==> config.mk <==
export PLATFORM = sky130hd
export DESIGN_NAME = periodic_message_scheduler_flat
export DESIGN_NICKNAME = d
export VERILOG_FILES = /design/src/design/pms_pkg.sv /design/src/design/pms_stream_if.sv /design/src/design/periodic_message_scheduler.sv /design/src/design/pms_ram.sv /design/src/design/pms_slot_alu.sv /design/src/flat_wrapper.sv
export SDC_FILE = /design/constraint.sdc
export NUM_CORES = 1
export LEC_CHECK = 0
export BUFFER_PORTS_ARGS = -buffer_cell sky130_fd_sc_hd__buf_2
export CAP_MARGIN = 20
export CORE_MARGIN = 1
export CORE_UTILIZATION = 30
export CTS_BUF_LIST = sky130_fd_sc_hd__clkbuf_4
export DETAILED_ROUTE_END_ITERATION = 8
export GPL_ROUTABILITY_DRIVEN = 0
export PLACE_DENSITY = 0.52
export SYNTH_ARGS = -nofsm -noshare
export SYNTH_HDL_FRONTEND = slang
export SYNTH_HIERARCHICAL = 1
export SYNTH_SLANG_ARGS = --single-unit
==> constraint.sdc <==
create_clock -name clock -period 8.81 [get_ports clock]
set_input_delay 1.762 -clock clock [delete_from_list [all_inputs] [get_ports clock]]
set_output_delay 1.762 -clock clock [all_outputs]
set_load 0.01 [all_outputs]
==> src/design/pms_pkg.sv <==
`timescale 1ns / 1ps
// ----------------------------------------------------------------------------
// pms_pkg
// Shared types and codes of the periodic message scheduler: request and
// response payloads, slot record layout, operation and status codes.
// ----------------------------------------------------------------------------
package pms_pkg;

   // operation codes
   localparam logic [2:0] FUNC_TICK    = 3'd0;
   localparam logic [2:0] FUNC_ADD     = 3'd1;
   localparam logic [2:0] FUNC_DELETE  = 3'd2;
   localparam logic [2:0] FUNC_RELEASE = 3'd3;
   localparam logic [2:0] FUNC_UNQUEUE = 3'd4;
   localparam logic [2:0] FUNC_CLAIM   = 3'd5;

   // status codes
   localparam logic [1:0] ST_OK          = 2'd0;
   localparam logic [1:0] ST_ADD_REFUSED = 2'd1;
   localparam logic [1:0] ST_DEL_DEFER   = 2'd2;
   localparam logic [1:0] ST_NOT_FOUND   = 2'd3;

   localparam logic [15:0] NONE_DUE = 16'hFFFF;

   typedef struct packed {
      logic [2:0]  func;
      logic [3:0]  slot_id;
      logic [1:0]  protocol;
      logic [15:0] period_ms;
      logic [3:0]  msg_length;
      logic [15:0] elapsed_ms;
   } req_type;

   typedef struct packed {
      logic [1:0]  status;
      logic [3:0]  slot_out;
      logic [3:0]  length_out;
      logic [15:0] next_due_ms;
   } rsp_type;

   // one slot record as held in the slot memory
   typedef struct packed {
      logic        enabled;
      logic        fresh;
      logic        txq;
      logic        delq;
      logic        busy;
      logic [1:0]  protocol;
      logic [3:0]  length;
      logic [15:0] period;
      logic [15:0] countdown;
   } slot_entry_type;

   localparam int ENTRY_W = $bits(slot_entry_type);

   // result of the slot unit for one record
   typedef struct packed {
      slot_entry_type entry;
      logic           wr;
      logic           hit;
      logic [1:0]     status;
      logic [15:0]    least;
   } alu_res_type;

endpackage

==> src/design/pms_stream_if.sv <==
`timescale 1ns / 1ps
// ----------------------------------------------------------------------------
// pms_stream_if
// Valid/ready channel carrying one payload of a chosen type.
// ----------------------------------------------------------------------------
interface pms_stream_if #(
   parameter type payload_type = logic
);
   logic        valid;
   logic        ready;
   payload_type payload;

   modport source (output valid, output payload, input ready);
   modport sink   (input valid, input payload, output ready);
endinterface

==> src/design/periodic_message_scheduler.sv <==
`timescale 1ns / 1ps
// ----------------------------------------------------------------------------
// periodic_message_scheduler
// Table of periodic-message slots with add, delete, release, unqueue, claim
// and tick operations.
//
// Use: a request on req_chan carries one operation; exactly one response on
// rsp_chan follows for each request. The block takes one request at a time:
// req_chan.ready is high only when no request is in work and the previous
// response has been taken.
// Slot records sit in a single-port-read memory that is walked one record a
// cycle through one shared update unit, with a read issued each cycle and
// the update written back on the next.
// A tick, and a claim that finds nothing, walk every slot; a claim stops at
// the first slot that it can grant. Add, delete, release and unqueue on a
// slot in range read and write back that one slot, and a slot out of range
// or an unused code goes straight to the response. A new request is taken
// only once the response to the last one has been taken.
// Reset clears the per-slot valid bits, so every slot reads as disabled
// straight away; no clearing pass is run.
// A stalled receiver holds the response in its register and no new request
// is taken until it goes.
// ----------------------------------------------------------------------------
module periodic_message_scheduler #(
   parameter int SLOTS = 16
) (
   input logic  clock,
   input logic  reset,
   pms_stream_if.sink   req_chan,
   pms_stream_if.source rsp_chan
);
   import pms_pkg::*;

   localparam int AW = (SLOTS > 1) ? $clog2(SLOTS) : 1;

   typedef enum logic [2:0] {
      S_IDLE = 3'b001,
      S_SCAN = 3'b010,
      S_DONE = 3'b100
   } state_type;

   state_type      state_ff, state_in;
   req_type        req_ff, req_in;
   logic           issue_ff, issue_in;
   logic           pend_ff, pend_in;
   logic           stop_ff, stop_in;
   logic [AW-1:0]  rd_idx_ff, rd_idx_in;
   logic [AW-1:0]  last_ff, last_in;
   logic [AW-1:0]  pend_idx_ff, pend_idx_in;
   logic           rvalid_ff, rvalid_in;
   logic [SLOTS-1:0] valid_ff, valid_in;
   logic [1:0]     status_ff, status_in;
   logic [3:0]     slot_ff, slot_in;
   logic [3:0]     len_ff, len_in;
   logic [15:0]    least_ff, least_in;

   req_type        req_p;
   logic           req_fire;
   logic           in_range;
   logic [AW-1:0]  id_addr;
   logic           ram_wr;
   logic [ENTRY_W-1:0] ram_rdata;
   slot_entry_type entry_rd;
   alu_res_type    alu;
   rsp_type        rsp_p;

   assign req_p    = req_chan.payload;
   assign req_chan.ready = (state_ff == S_IDLE);
   assign req_fire = req_chan.valid && req_chan.ready;
   assign in_range = 32'(req_p.slot_id) < SLOTS;
   assign id_addr  = AW'(req_p.slot_id);

   // never-written slots read as all zero
   assign entry_rd = rvalid_ff ? slot_entry_type'(ram_rdata) : '0;

   pms_ram #(
      .WIDTH (ENTRY_W),
      .DEPTH (SLOTS)
   ) u_slot_ram (
      .clock   (clock),
      .wr_en   (ram_wr),
      .wr_addr (pend_idx_ff),
      .wr_data (alu.entry),
      .rd_en   (issue_ff),
      .rd_addr (rd_idx_ff),
      .rd_data (ram_rdata)
   );

   pms_slot_alu u_alu (
      .req      (req_ff),
      .entry_in (entry_rd),
      .least_in (least_ff),
      .res      (alu)
   );

   assign ram_wr = (state_ff == S_SCAN) && pend_ff && !stop_ff && alu.wr;

   always_comb begin
      state_in    = state_ff;
      req_in      = req_ff;
      issue_in    = issue_ff;
      pend_in     = 1'b0;
      stop_in     = stop_ff;
      rd_idx_in   = rd_idx_ff;
      last_in     = last_ff;
      pend_idx_in = rd_idx_ff;
      rvalid_in   = valid_ff[rd_idx_ff];
      valid_in    = valid_ff;
      status_in   = status_ff;
      slot_in     = slot_ff;
      len_in      = len_ff;
      least_in    = least_ff;

      unique case (state_ff)
         S_IDLE: begin
            if (req_fire) begin
               req_in    = req_p;
               stop_in   = 1'b0;
               status_in = ST_OK;
               slot_in   = '0;
               len_in    = '0;
               least_in  = '0;
               unique case (req_p.func)
                  FUNC_TICK, FUNC_CLAIM: begin
                     state_in  = S_SCAN;
                     issue_in  = 1'b1;
                     rd_idx_in = '0;
                     last_in   = AW'(SLOTS - 1);
                     if (req_p.func == FUNC_TICK) begin
                        least_in = NONE_DUE;
                     end else begin
                        status_in = ST_NOT_FOUND;
                     end
                  end
                  FUNC_ADD, FUNC_DELETE, FUNC_RELEASE, FUNC_UNQUEUE: begin
                     if (in_range) begin
                        state_in  = S_SCAN;
                        issue_in  = 1'b1;
                        rd_idx_in = id_addr;
                        last_in   = id_addr;
                     end else begin
                        state_in = S_DONE;
                        if (req_p.func == FUNC_ADD) begin
                           status_in = ST_ADD_REFUSED;
                        end
                     end
                  end
                  default: begin
                     state_in = S_DONE;
                  end
               endcase
            end
         end
         S_SCAN: begin
            pend_in = issue_ff;
            if (issue_ff) begin
               if (rd_idx_ff == last_ff) begin
                  issue_in = 1'b0;
               end else begin
                  rd_idx_in = rd_idx_ff + 1'b1;
               end
            end
            if (pend_ff && !stop_ff) begin
               if (alu.wr) begin
                  valid_in[pend_idx_ff] = 1'b1;
               end
               unique case (req_ff.func)
                  FUNC_TICK: begin
                     least_in = alu.least;
                  end
                  FUNC_CLAIM: begin
                     if (alu.hit) begin
                        // lowest match wins, later reads are dropped
                        stop_in   = 1'b1;
                        issue_in  = 1'b0;
                        status_in = ST_OK;
                        slot_in   = 4'(pend_idx_ff);
                        len_in    = entry_rd.length;
                     end
                  end
                  default: begin
                     status_in = alu.status;
                  end
               endcase
            end
            if (!issue_ff) begin
               state_in = S_DONE;
            end
         end
         S_DONE: begin
            if (rsp_chan.ready) begin
               state_in = S_IDLE;
            end
         end
         default: begin
            state_in = S_IDLE;
         end
      endcase
   end

   always_ff @(posedge clock) begin
      if (reset) begin
         state_ff <= S_IDLE;
         issue_ff <= 1'b0;
         pend_ff  <= 1'b0;
         stop_ff  <= 1'b0;
         valid_ff <= '0;
      end else begin
         state_ff <= state_in;
         issue_ff <= issue_in;
         pend_ff  <= pend_in;
         stop_ff  <= stop_in;
         valid_ff <= valid_in;
      end
      req_ff      <= req_in;
      rd_idx_ff   <= rd_idx_in;
      last_ff     <= last_in;
      pend_idx_ff <= pend_idx_in;
      rvalid_ff   <= rvalid_in;
      status_ff   <= status_in;
      slot_ff     <= slot_in;
      len_ff      <= len_in;
      least_ff    <= least_in;
   end

   always_comb begin
      rsp_p.status      = status_ff;
      rsp_p.slot_out    = slot_ff;
      rsp_p.length_out  = len_ff;
      rsp_p.next_due_ms = least_ff;
   end

   assign rsp_chan.valid   = (state_ff == S_DONE);
   assign rsp_chan.payload = rsp_p;

   a_state_onehot: assert property (@(posedge clock) disable iff (reset)
      $onehot(state_ff))
      else $error("scheduler state not one-hot");

   a_pend_in_scan: assert property (@(posedge clock) disable iff (reset)
      pend_ff |-> state_ff == S_SCAN)
      else $error("read data pending outside the scan");

   a_wr_in_scan: assert property (@(posedge clock) disable iff (reset)
      ram_wr |-> state_ff == S_SCAN && !stop_ff)
      else $error("slot write outside the scan");

   a_fire_leaves_idle: assert property (@(posedge clock) disable iff (reset)
      req_fire |=> state_ff != S_IDLE)
      else $error("request accepted but no work started");

   a_none_only_claim: assert property (@(posedge clock) disable iff (reset)
      rsp_chan.valid && status_ff == ST_NOT_FOUND |-> req_ff.func == FUNC_CLAIM)
      else $error("claim-none status on another operation");
endmodule

==> src/design/pms_ram.sv <==
`timescale 1ns / 1ps
// ----------------------------------------------------------------------------
// pms_ram
// Generic single-write, single-read memory with registered read data.
// ----------------------------------------------------------------------------
module pms_ram #(
   parameter int WIDTH = 8,
   parameter int DEPTH = 16,
   localparam int AW = (DEPTH > 1) ? $clog2(DEPTH) : 1
) (
   input  logic             clock,
   input  logic             wr_en,
   input  logic [AW-1:0]    wr_addr,
   input  logic [WIDTH-1:0] wr_data,
   input  logic             rd_en,
   input  logic [AW-1:0]    rd_addr,
   output logic [WIDTH-1:0] rd_data
);
   logic [WIDTH-1:0] mem [DEPTH];
   logic [WIDTH-1:0] rd_data_ff;

   always_ff @(posedge clock) begin
      if (wr_en) begin
         mem[wr_addr] <= wr_data;
      end
      if (rd_en) begin
         rd_data_ff <= mem[rd_addr];
      end
   end

   assign rd_data = rd_data_ff;
endmodule

==> src/design/pms_slot_alu.sv <==
`timescale 1ns / 1ps
// ----------------------------------------------------------------------------
// pms_slot_alu
// Update unit shared by every slot: applies one operation to one slot
// record, ages the countdown on a tick and folds it into the running minimum.
// ----------------------------------------------------------------------------
module pms_slot_alu (
   input  pms_pkg::req_type        req,
   input  pms_pkg::slot_entry_type entry_in,
   input  logic [15:0]             least_in,
   output pms_pkg::alu_res_type    res
);
   import pms_pkg::*;

   logic        active;
   logic [15:0] cd;
   logic        due;
   logic [15:0] cd_next;

   assign active  = entry_in.enabled && !entry_in.busy;
   // a fresh slot comes due at once
   assign cd      = entry_in.fresh ? 16'd0 : entry_in.countdown;
   assign due     = cd <= req.elapsed_ms;
   assign cd_next = due ? entry_in.period : 16'(cd - req.elapsed_ms);

   always_comb begin
      res        = '0;
      res.entry  = entry_in;
      res.status = ST_OK;
      res.least  = least_in;
      unique case (req.func)
         FUNC_TICK: begin
            if (active) begin
               res.wr              = 1'b1;
               res.entry.fresh     = 1'b0;
               res.entry.txq       = entry_in.txq | due;
               res.entry.countdown = cd_next;
               if (cd_next <= least_in) begin
                  res.least = cd_next;
               end
            end
         end
         FUNC_ADD: begin
            if (entry_in.enabled) begin
               res.status = ST_ADD_REFUSED;
            end else begin
               res.wr             = 1'b1;
               res.entry.enabled  = 1'b1;
               res.entry.fresh    = 1'b1;
               res.entry.txq      = 1'b0;
               res.entry.delq     = 1'b0;
               res.entry.busy     = 1'b0;
               res.entry.protocol = req.protocol;
               res.entry.length   = req.msg_length;
               res.entry.period   = req.period_ms;
            end
         end
         FUNC_DELETE: begin
            if (entry_in.enabled) begin
               res.wr = 1'b1;
               if (entry_in.busy) begin
                  res.entry.delq = 1'b1;
                  res.status     = ST_DEL_DEFER;
               end else begin
                  res.entry           = '0;
                  res.entry.countdown = entry_in.countdown;
               end
            end
         end
         FUNC_RELEASE: begin
            res.wr = 1'b1;
            if (entry_in.delq) begin
               res.entry           = '0;
               res.entry.countdown = entry_in.countdown;
            end else begin
               res.entry.busy = 1'b0;
            end
         end
         FUNC_UNQUEUE: begin
            res.wr        = 1'b1;
            res.entry.txq = 1'b0;
         end
         FUNC_CLAIM: begin
            if (active && entry_in.txq && entry_in.protocol == req.protocol) begin
               res.wr         = 1'b1;
               res.hit        = 1'b1;
               res.entry.busy = 1'b1;
            end
         end
         default: begin
         end
      endcase
   end
endmodule

==> src/flat_wrapper.sv <==
// flat-port wrapper written by rule: the top's interface ports become plain ports
module periodic_message_scheduler_flat import pms_pkg::*;
#(
   parameter int SLOTS = 16
)
  (clock, reset, req_chan_valid, req_chan_payload, req_chan_ready, rsp_chan_valid, rsp_chan_payload, rsp_chan_ready);
  pms_stream_if #(.payload_type(req_type)) req_chan_i ();
  pms_stream_if #(.payload_type(rsp_type)) rsp_chan_i ();
  input logic clock;
  input logic reset;
  input wire logic [$bits(req_chan_i.valid)-1:0] req_chan_valid;
  input wire logic [$bits(req_chan_i.payload)-1:0] req_chan_payload;
  output wire logic [$bits(req_chan_i.ready)-1:0] req_chan_ready;
  output wire logic [$bits(rsp_chan_i.valid)-1:0] rsp_chan_valid;
  output wire logic [$bits(rsp_chan_i.payload)-1:0] rsp_chan_payload;
  input wire logic [$bits(rsp_chan_i.ready)-1:0] rsp_chan_ready;
  assign req_chan_i.valid = req_chan_valid;
  assign req_chan_i.payload = req_chan_payload;
  assign req_chan_ready = req_chan_i.ready;
  assign rsp_chan_valid = rsp_chan_i.valid;
  assign rsp_chan_payload = rsp_chan_i.payload;
  assign rsp_chan_i.ready = rsp_chan_ready;
  periodic_message_scheduler #(.SLOTS(SLOTS)) u_core (.clock(clock), .reset(reset), .req_chan(req_chan_i), .rsp_chan(rsp_chan_i));
endmodule
=== Word level (Yosys, flattened, before mapping) ===
Memories as Yosys holds them, arrays and structs flattened. A register that Yosys moved wholly into a read port is not among the register bits.
Cells that the tools add are included.

* Add/sub/neg operators: 2
* $lt $le $gt $ge: 5
* Eq/ne operators: 30
* Multiplexer cells: 82
* Bitwise operators: 3
* Reductions and logical operators: 29

{| class="wikitable"
|+ Operator list
! cell !! count
|-
| $mux 16 || 9
|-
| $pmux 22 s3 || 1
|-
| $pmux 16 s3 || 1
|-
| $mux 4 || 11
|-
| $mux 44 || 1
|-
| $mux 43 || 1
|-
| $pmux 4 s2 || 5
|-
| $mux 39 || 1
|-
| $mux 38 || 1
|-
| $le 16x16->1 || 2
|-
| $pmux 16 s2 || 1
|-
| $mux 26 || 1
|-
| $mux 1 || 20
|-
| $ne 2x2->1 const B || 10
|-
| $mux 2 || 9
|-
| $mux 17 || 1
|-
| $or 16x16->16 || 1
|-
| $sub 16x16->16 || 1
|-
| $eq 3x2->1 const B || 5
|-
| $eq 3x3->1 const B || 5
|-
| $mux 3 || 5
|-
| $reduce_and 5->1 || 3
|-
| $pmux 2 s2 || 3
|-
| $reduce_and 3->1 || 4
|-
| other kinds (27) || 49
|}

* Bits in registers: 102
* Memory bits (writable): 688
* Bits of input ports: 49
* Output and inout port bits: 28
* Word-level logic and storage cells: 170
* Memories kept: 1

{| class="wikitable"
|+ Memories
! name !! words !! width !! read ports !! clocked after memory_dff !! wr ports !! RTL line !! RTL
|-
| u_core.u_slot_ram.mem || 16 || 43 || 1 || 1 || 1 || pms_ram.sv:19 || <nowiki>logic [WIDTH-1:0] mem [DEPTH];</nowiki>
|}

=== Logic depth before layout (Yosys ltp) ===
* Depth after elaboration: 11
* Mapped depth: 24
* Depth with buffers taken out: 19

=== Modules after synthesis ===
The synthesis kept the hierarchy.

{| class="wikitable"
|+ Modules (own cells, without submodules)
! module !! times used !! cells an instance !! area each (sq um) !! sequential area each (sq um)
|-
| pms_ram || 1 || 1116 || 27069.7 || 21951.1
|-
| periodic_message_scheduler || 1 || 312 || 4336.7 || 2912.8
|-
| pms_slot_alu || 1 || 350 || 2546.2 || 0.0
|}

=== Worst setup path before layout ===
Ideal clock, no wire load.

* Kind: register -> register
* Start: register u_core.rvalid_ff
* End: memory u_core/u_slot_ram/mem[0][0] in the netlist's numbering, enable pin
* Setup time: 0.497 ns
* Data arrival time: 5.970 ns
* Data required time: 8.313 ns
* Setup slack: 2.343 ns
* Cell stages (with the launch flop): 16
* Path buffers: 6
* Clock period less this slack: 6.467 ns
* Cell sequence: dfxtp_1 > clkbuf_1 > clkbuf_1 > and2_1 > nand2b_1 > nor2_1 > nand2_1 > buf_1 > clkbuf_1 > nand2_1 > and3b_1 > clkbuf_1 > buf_2 > and2_1 > or3b_2 > nor3_1

{| class="wikitable"
|+ RTL lines
! what !! RTL line !! RTL
|-
| from (decl) || periodic_message_scheduler.sv:50 || <nowiki>logic rvalid_ff, rvalid_in;</nowiki>
|-
| from (signal assigned) || periodic_message_scheduler.sv:219 || <nowiki>rvalid_ff <= rvalid_in;</nowiki>
|-
| to (decl) || pms_ram.sv:19 ||
|}

==> metrics.yaml <==
status:
  outcome: "finished clean"
floorplan:
  start_util_pct: 30.4
  die-area_sq_um: 114000
  core_sq_um: 111000
  die_x_microns: 338
  rows: 122
  die_y_microns: 338
  io_pins: 77
logic_synthesis:
  netlist_area_sq_um: 33800
  syn-num-nets: 1857
  yosys_warnings: 6
  syn_area_per_cell_sq_um: 19.1
  netlist_instances: 1774
critical_path:
  start_kind: "register"
  r2r_slack_ns: 2.42
  reg2regPathDepth: 18
  cp_cell_sequence: "buf_4 > and2_1 > nor2b_1 > ha_1 > a211oi_1 > o21bai_1 > mux2_2 > a21boi_4 > nor2b_1 > a41o_1 > ha_1 > nand4_1 > nor2_1 > nand2_1 > o41ai_4 > buf_8 > mux2_2 > a21o_1"
  crit_path_max_incr_delay_ns: 0.71
  required_ns: 9.59
  cp_max_fo: 43
  timing.rr.start: "u_core/rvalid_ff"
  critical_path_arrival_ns: 7.17
  critPathSlowestCell: "and2_1"
  crit_path_end_kind: "register"
  r2r-end: "u_core/least_ff[4]"
  critical_path_class: "reg2reg"
placed_design:
  dpl.cell_count: 3284
  numPortBuffers: 76
  dp_hpwl_mm: 47.0
cells_and_area:
  drive_gt1_share_pct: 31.9
  finalNonFillerCells: 3640
  nets: 2089
  fillers: 10500
  area_delta_synth_final_pct: 14.2
global_routing:
  grt_max_degree: 126
  grt_pass1_wl_mm: 130
  grt.overflow.total: 0
  antenna_found_initial: 11
  grt_usage_pct: 16.1
  grt_pass1_vias: 19000
job:
  maxCapViolations: 0
timing:
  skew_ns: 0.0552
  period_minus_slack_ns: 6.39
  worst-slew-pin-transition_ns: 1.14
  slew_violations: 0
  max_slew_margin_pct: 23.9
  fin_crit_sh_pct: 72.5
  holdWs_ns: 0.484
  rsz0062_at_grt: "false"
  finalHoldViolations: 0
  timing.fmax_mhz: 157
  setup_tns_ns: 0
  finalSetupViolCount: 0
clocking:
  cts.clk_slew.worst_paths_ns: 0.07
  cts_tree: "yes"
  post_cts_resized: 0
  clk_latency_ns: 1.08
  clockRootBuffer: "clkbuf_4"
  hold_buffers: 0
  clockBufferDepth: 3
  clock-sinks: 833
  cts_setup_buffers: 0
  htree_levels: 4
  cts_inserted_buffers: 207
route:
  viasPerCell: 5.04
  vias: 18400
  first_iter_violations: 1541
  drc: 0
  dr.pass1.iters: 5
  wl_mm: 91.2
  antenna_left: 0
  wl_per_cell_microns: 25.0
worst_hold_path:
  holdPathEnd: "u_core/valid_ff[0]"
  hold_depth: 2
  min-delay-path-class: "reg2reg"
  min-delay-start: "u_core/valid_ff[0]"
power:
  power_leakage_uw: 0.0129
  ir_drop_mv: 0.121
  p_per_area_nw_per_um2: 213
## power breakdown
part | total [uW] | internal, uW | switching (uW)
combinational | 652 | 261 | 392
sequential | 4470 | 4420 | 53.4
clock | 3120 | 1590 | 1530
## cell type report
type	count	area (sq um)	share of cell area, %
Clock buffer	295	2210	5.73
Antenna cell	10	25.0	0.0648
Sequential cell	833	24700	64.1
Inverter	38	143	0.369
Multi-Input combinational cell	808	8610	22.3
Tap cell	1488	1860	4.82
Timing Repair Buffer	118	728	1.89
Clock inverter	50	295	0.765
## cells in the final DEF, fill, tap and decap left out, drive strengths merged, types with 9 or more instances in the layout
cell	n
inv	45
nand2b	17
ha	33
o21ai	22
a22o	22
nor2	62
buf	118
edfxtp	806
a22oi	86
and2	57
a21oi	32
mux4	176
dfxtp	27
nand2	72
nor2b	32
nor3	10
clkinv	40
diode	10
xor2	13
nand4	9
clkbuf	295
mux2	39
a41oi	16
a21o	21
## worst max path at each step
| stage | to | slack (ns) | start |
|---|---|---|---|
| global placement | u_core/least_ff[15] | 2.38 | u_core/rvalid_ff |
| global route | u_core/least_ff[3] | 2.15 | u_core/rvalid_ff |
| floorplan | u_core/u_slot_ram/mem[0][0] | 2.34 | u_core/rvalid_ff |
| detailed placement | u_core/least_ff[2] | 2.51 | u_core/rvalid_ff |
| CTS | u_core/least_ff[2] | 2.48 | u_core/rvalid_ff |
| finish | u_core/least_ff[4] | 2.42 | u_core/rvalid_ff |
## registers in the layout (all words and copies together) (netlist names), 2 cells and up
register	cells
u_core/req_ff	41
u_core/u_slot_ram/mem	688
u_core/state_ff	3
u_core/pend_idx_ff	4
u_core/slot_ff	4
u_core/len_ff	4
u_core/u_slot_ram/rd_data	43
u_core/pend_idx_in	4
u_core/last_ff	4
u_core/valid_ff	16
u_core/status_ff	2
u_core/least_ff	16
## worst max-delay path, delay by kind of cell, from the launching register on
| family | cells | cell delay [ns] |
|---|---|---|
| AO/OA/AOI/OAI | 6 | 2.30 |
| AND/OR/NAND/NOR | 6 | 1.38 |
| adder cells (fa/ha/maj) | 2 | 0.76 |
| buffers and inverters | 2 | 0.72 |
| multiplexers | 2 | 0.62 |
| flip-flops | 1 | 0.31 |
## layer usage
layer	vias up	share of wire [%]	GRT usage, %
met4	2	1.7	5.10
met3	119	7.1	4.02
met1	9718	45	22.1
li1	7817	-	-
met5	-	0.014	0
met2	702	46	25.0
## through the flow
stage / setup slack (ns) / area [sq um] / total power (uW) / util (%)
after global routing: 2.15 / 38600 / 8610 / 34.7
after detailed placement: 2.51 / 36100 / 5210 / 32.4
after CTS: 2.48 / 38600 / 8380 / 34.7
after global placement: 2.38 / 36100 / 5200 / 32.4
final: 2.42 / 38600 / 8240 / 34.7
after floorplan: 2.34 / 33800 / 4980 / -
(Power assumes the default switching activity.)
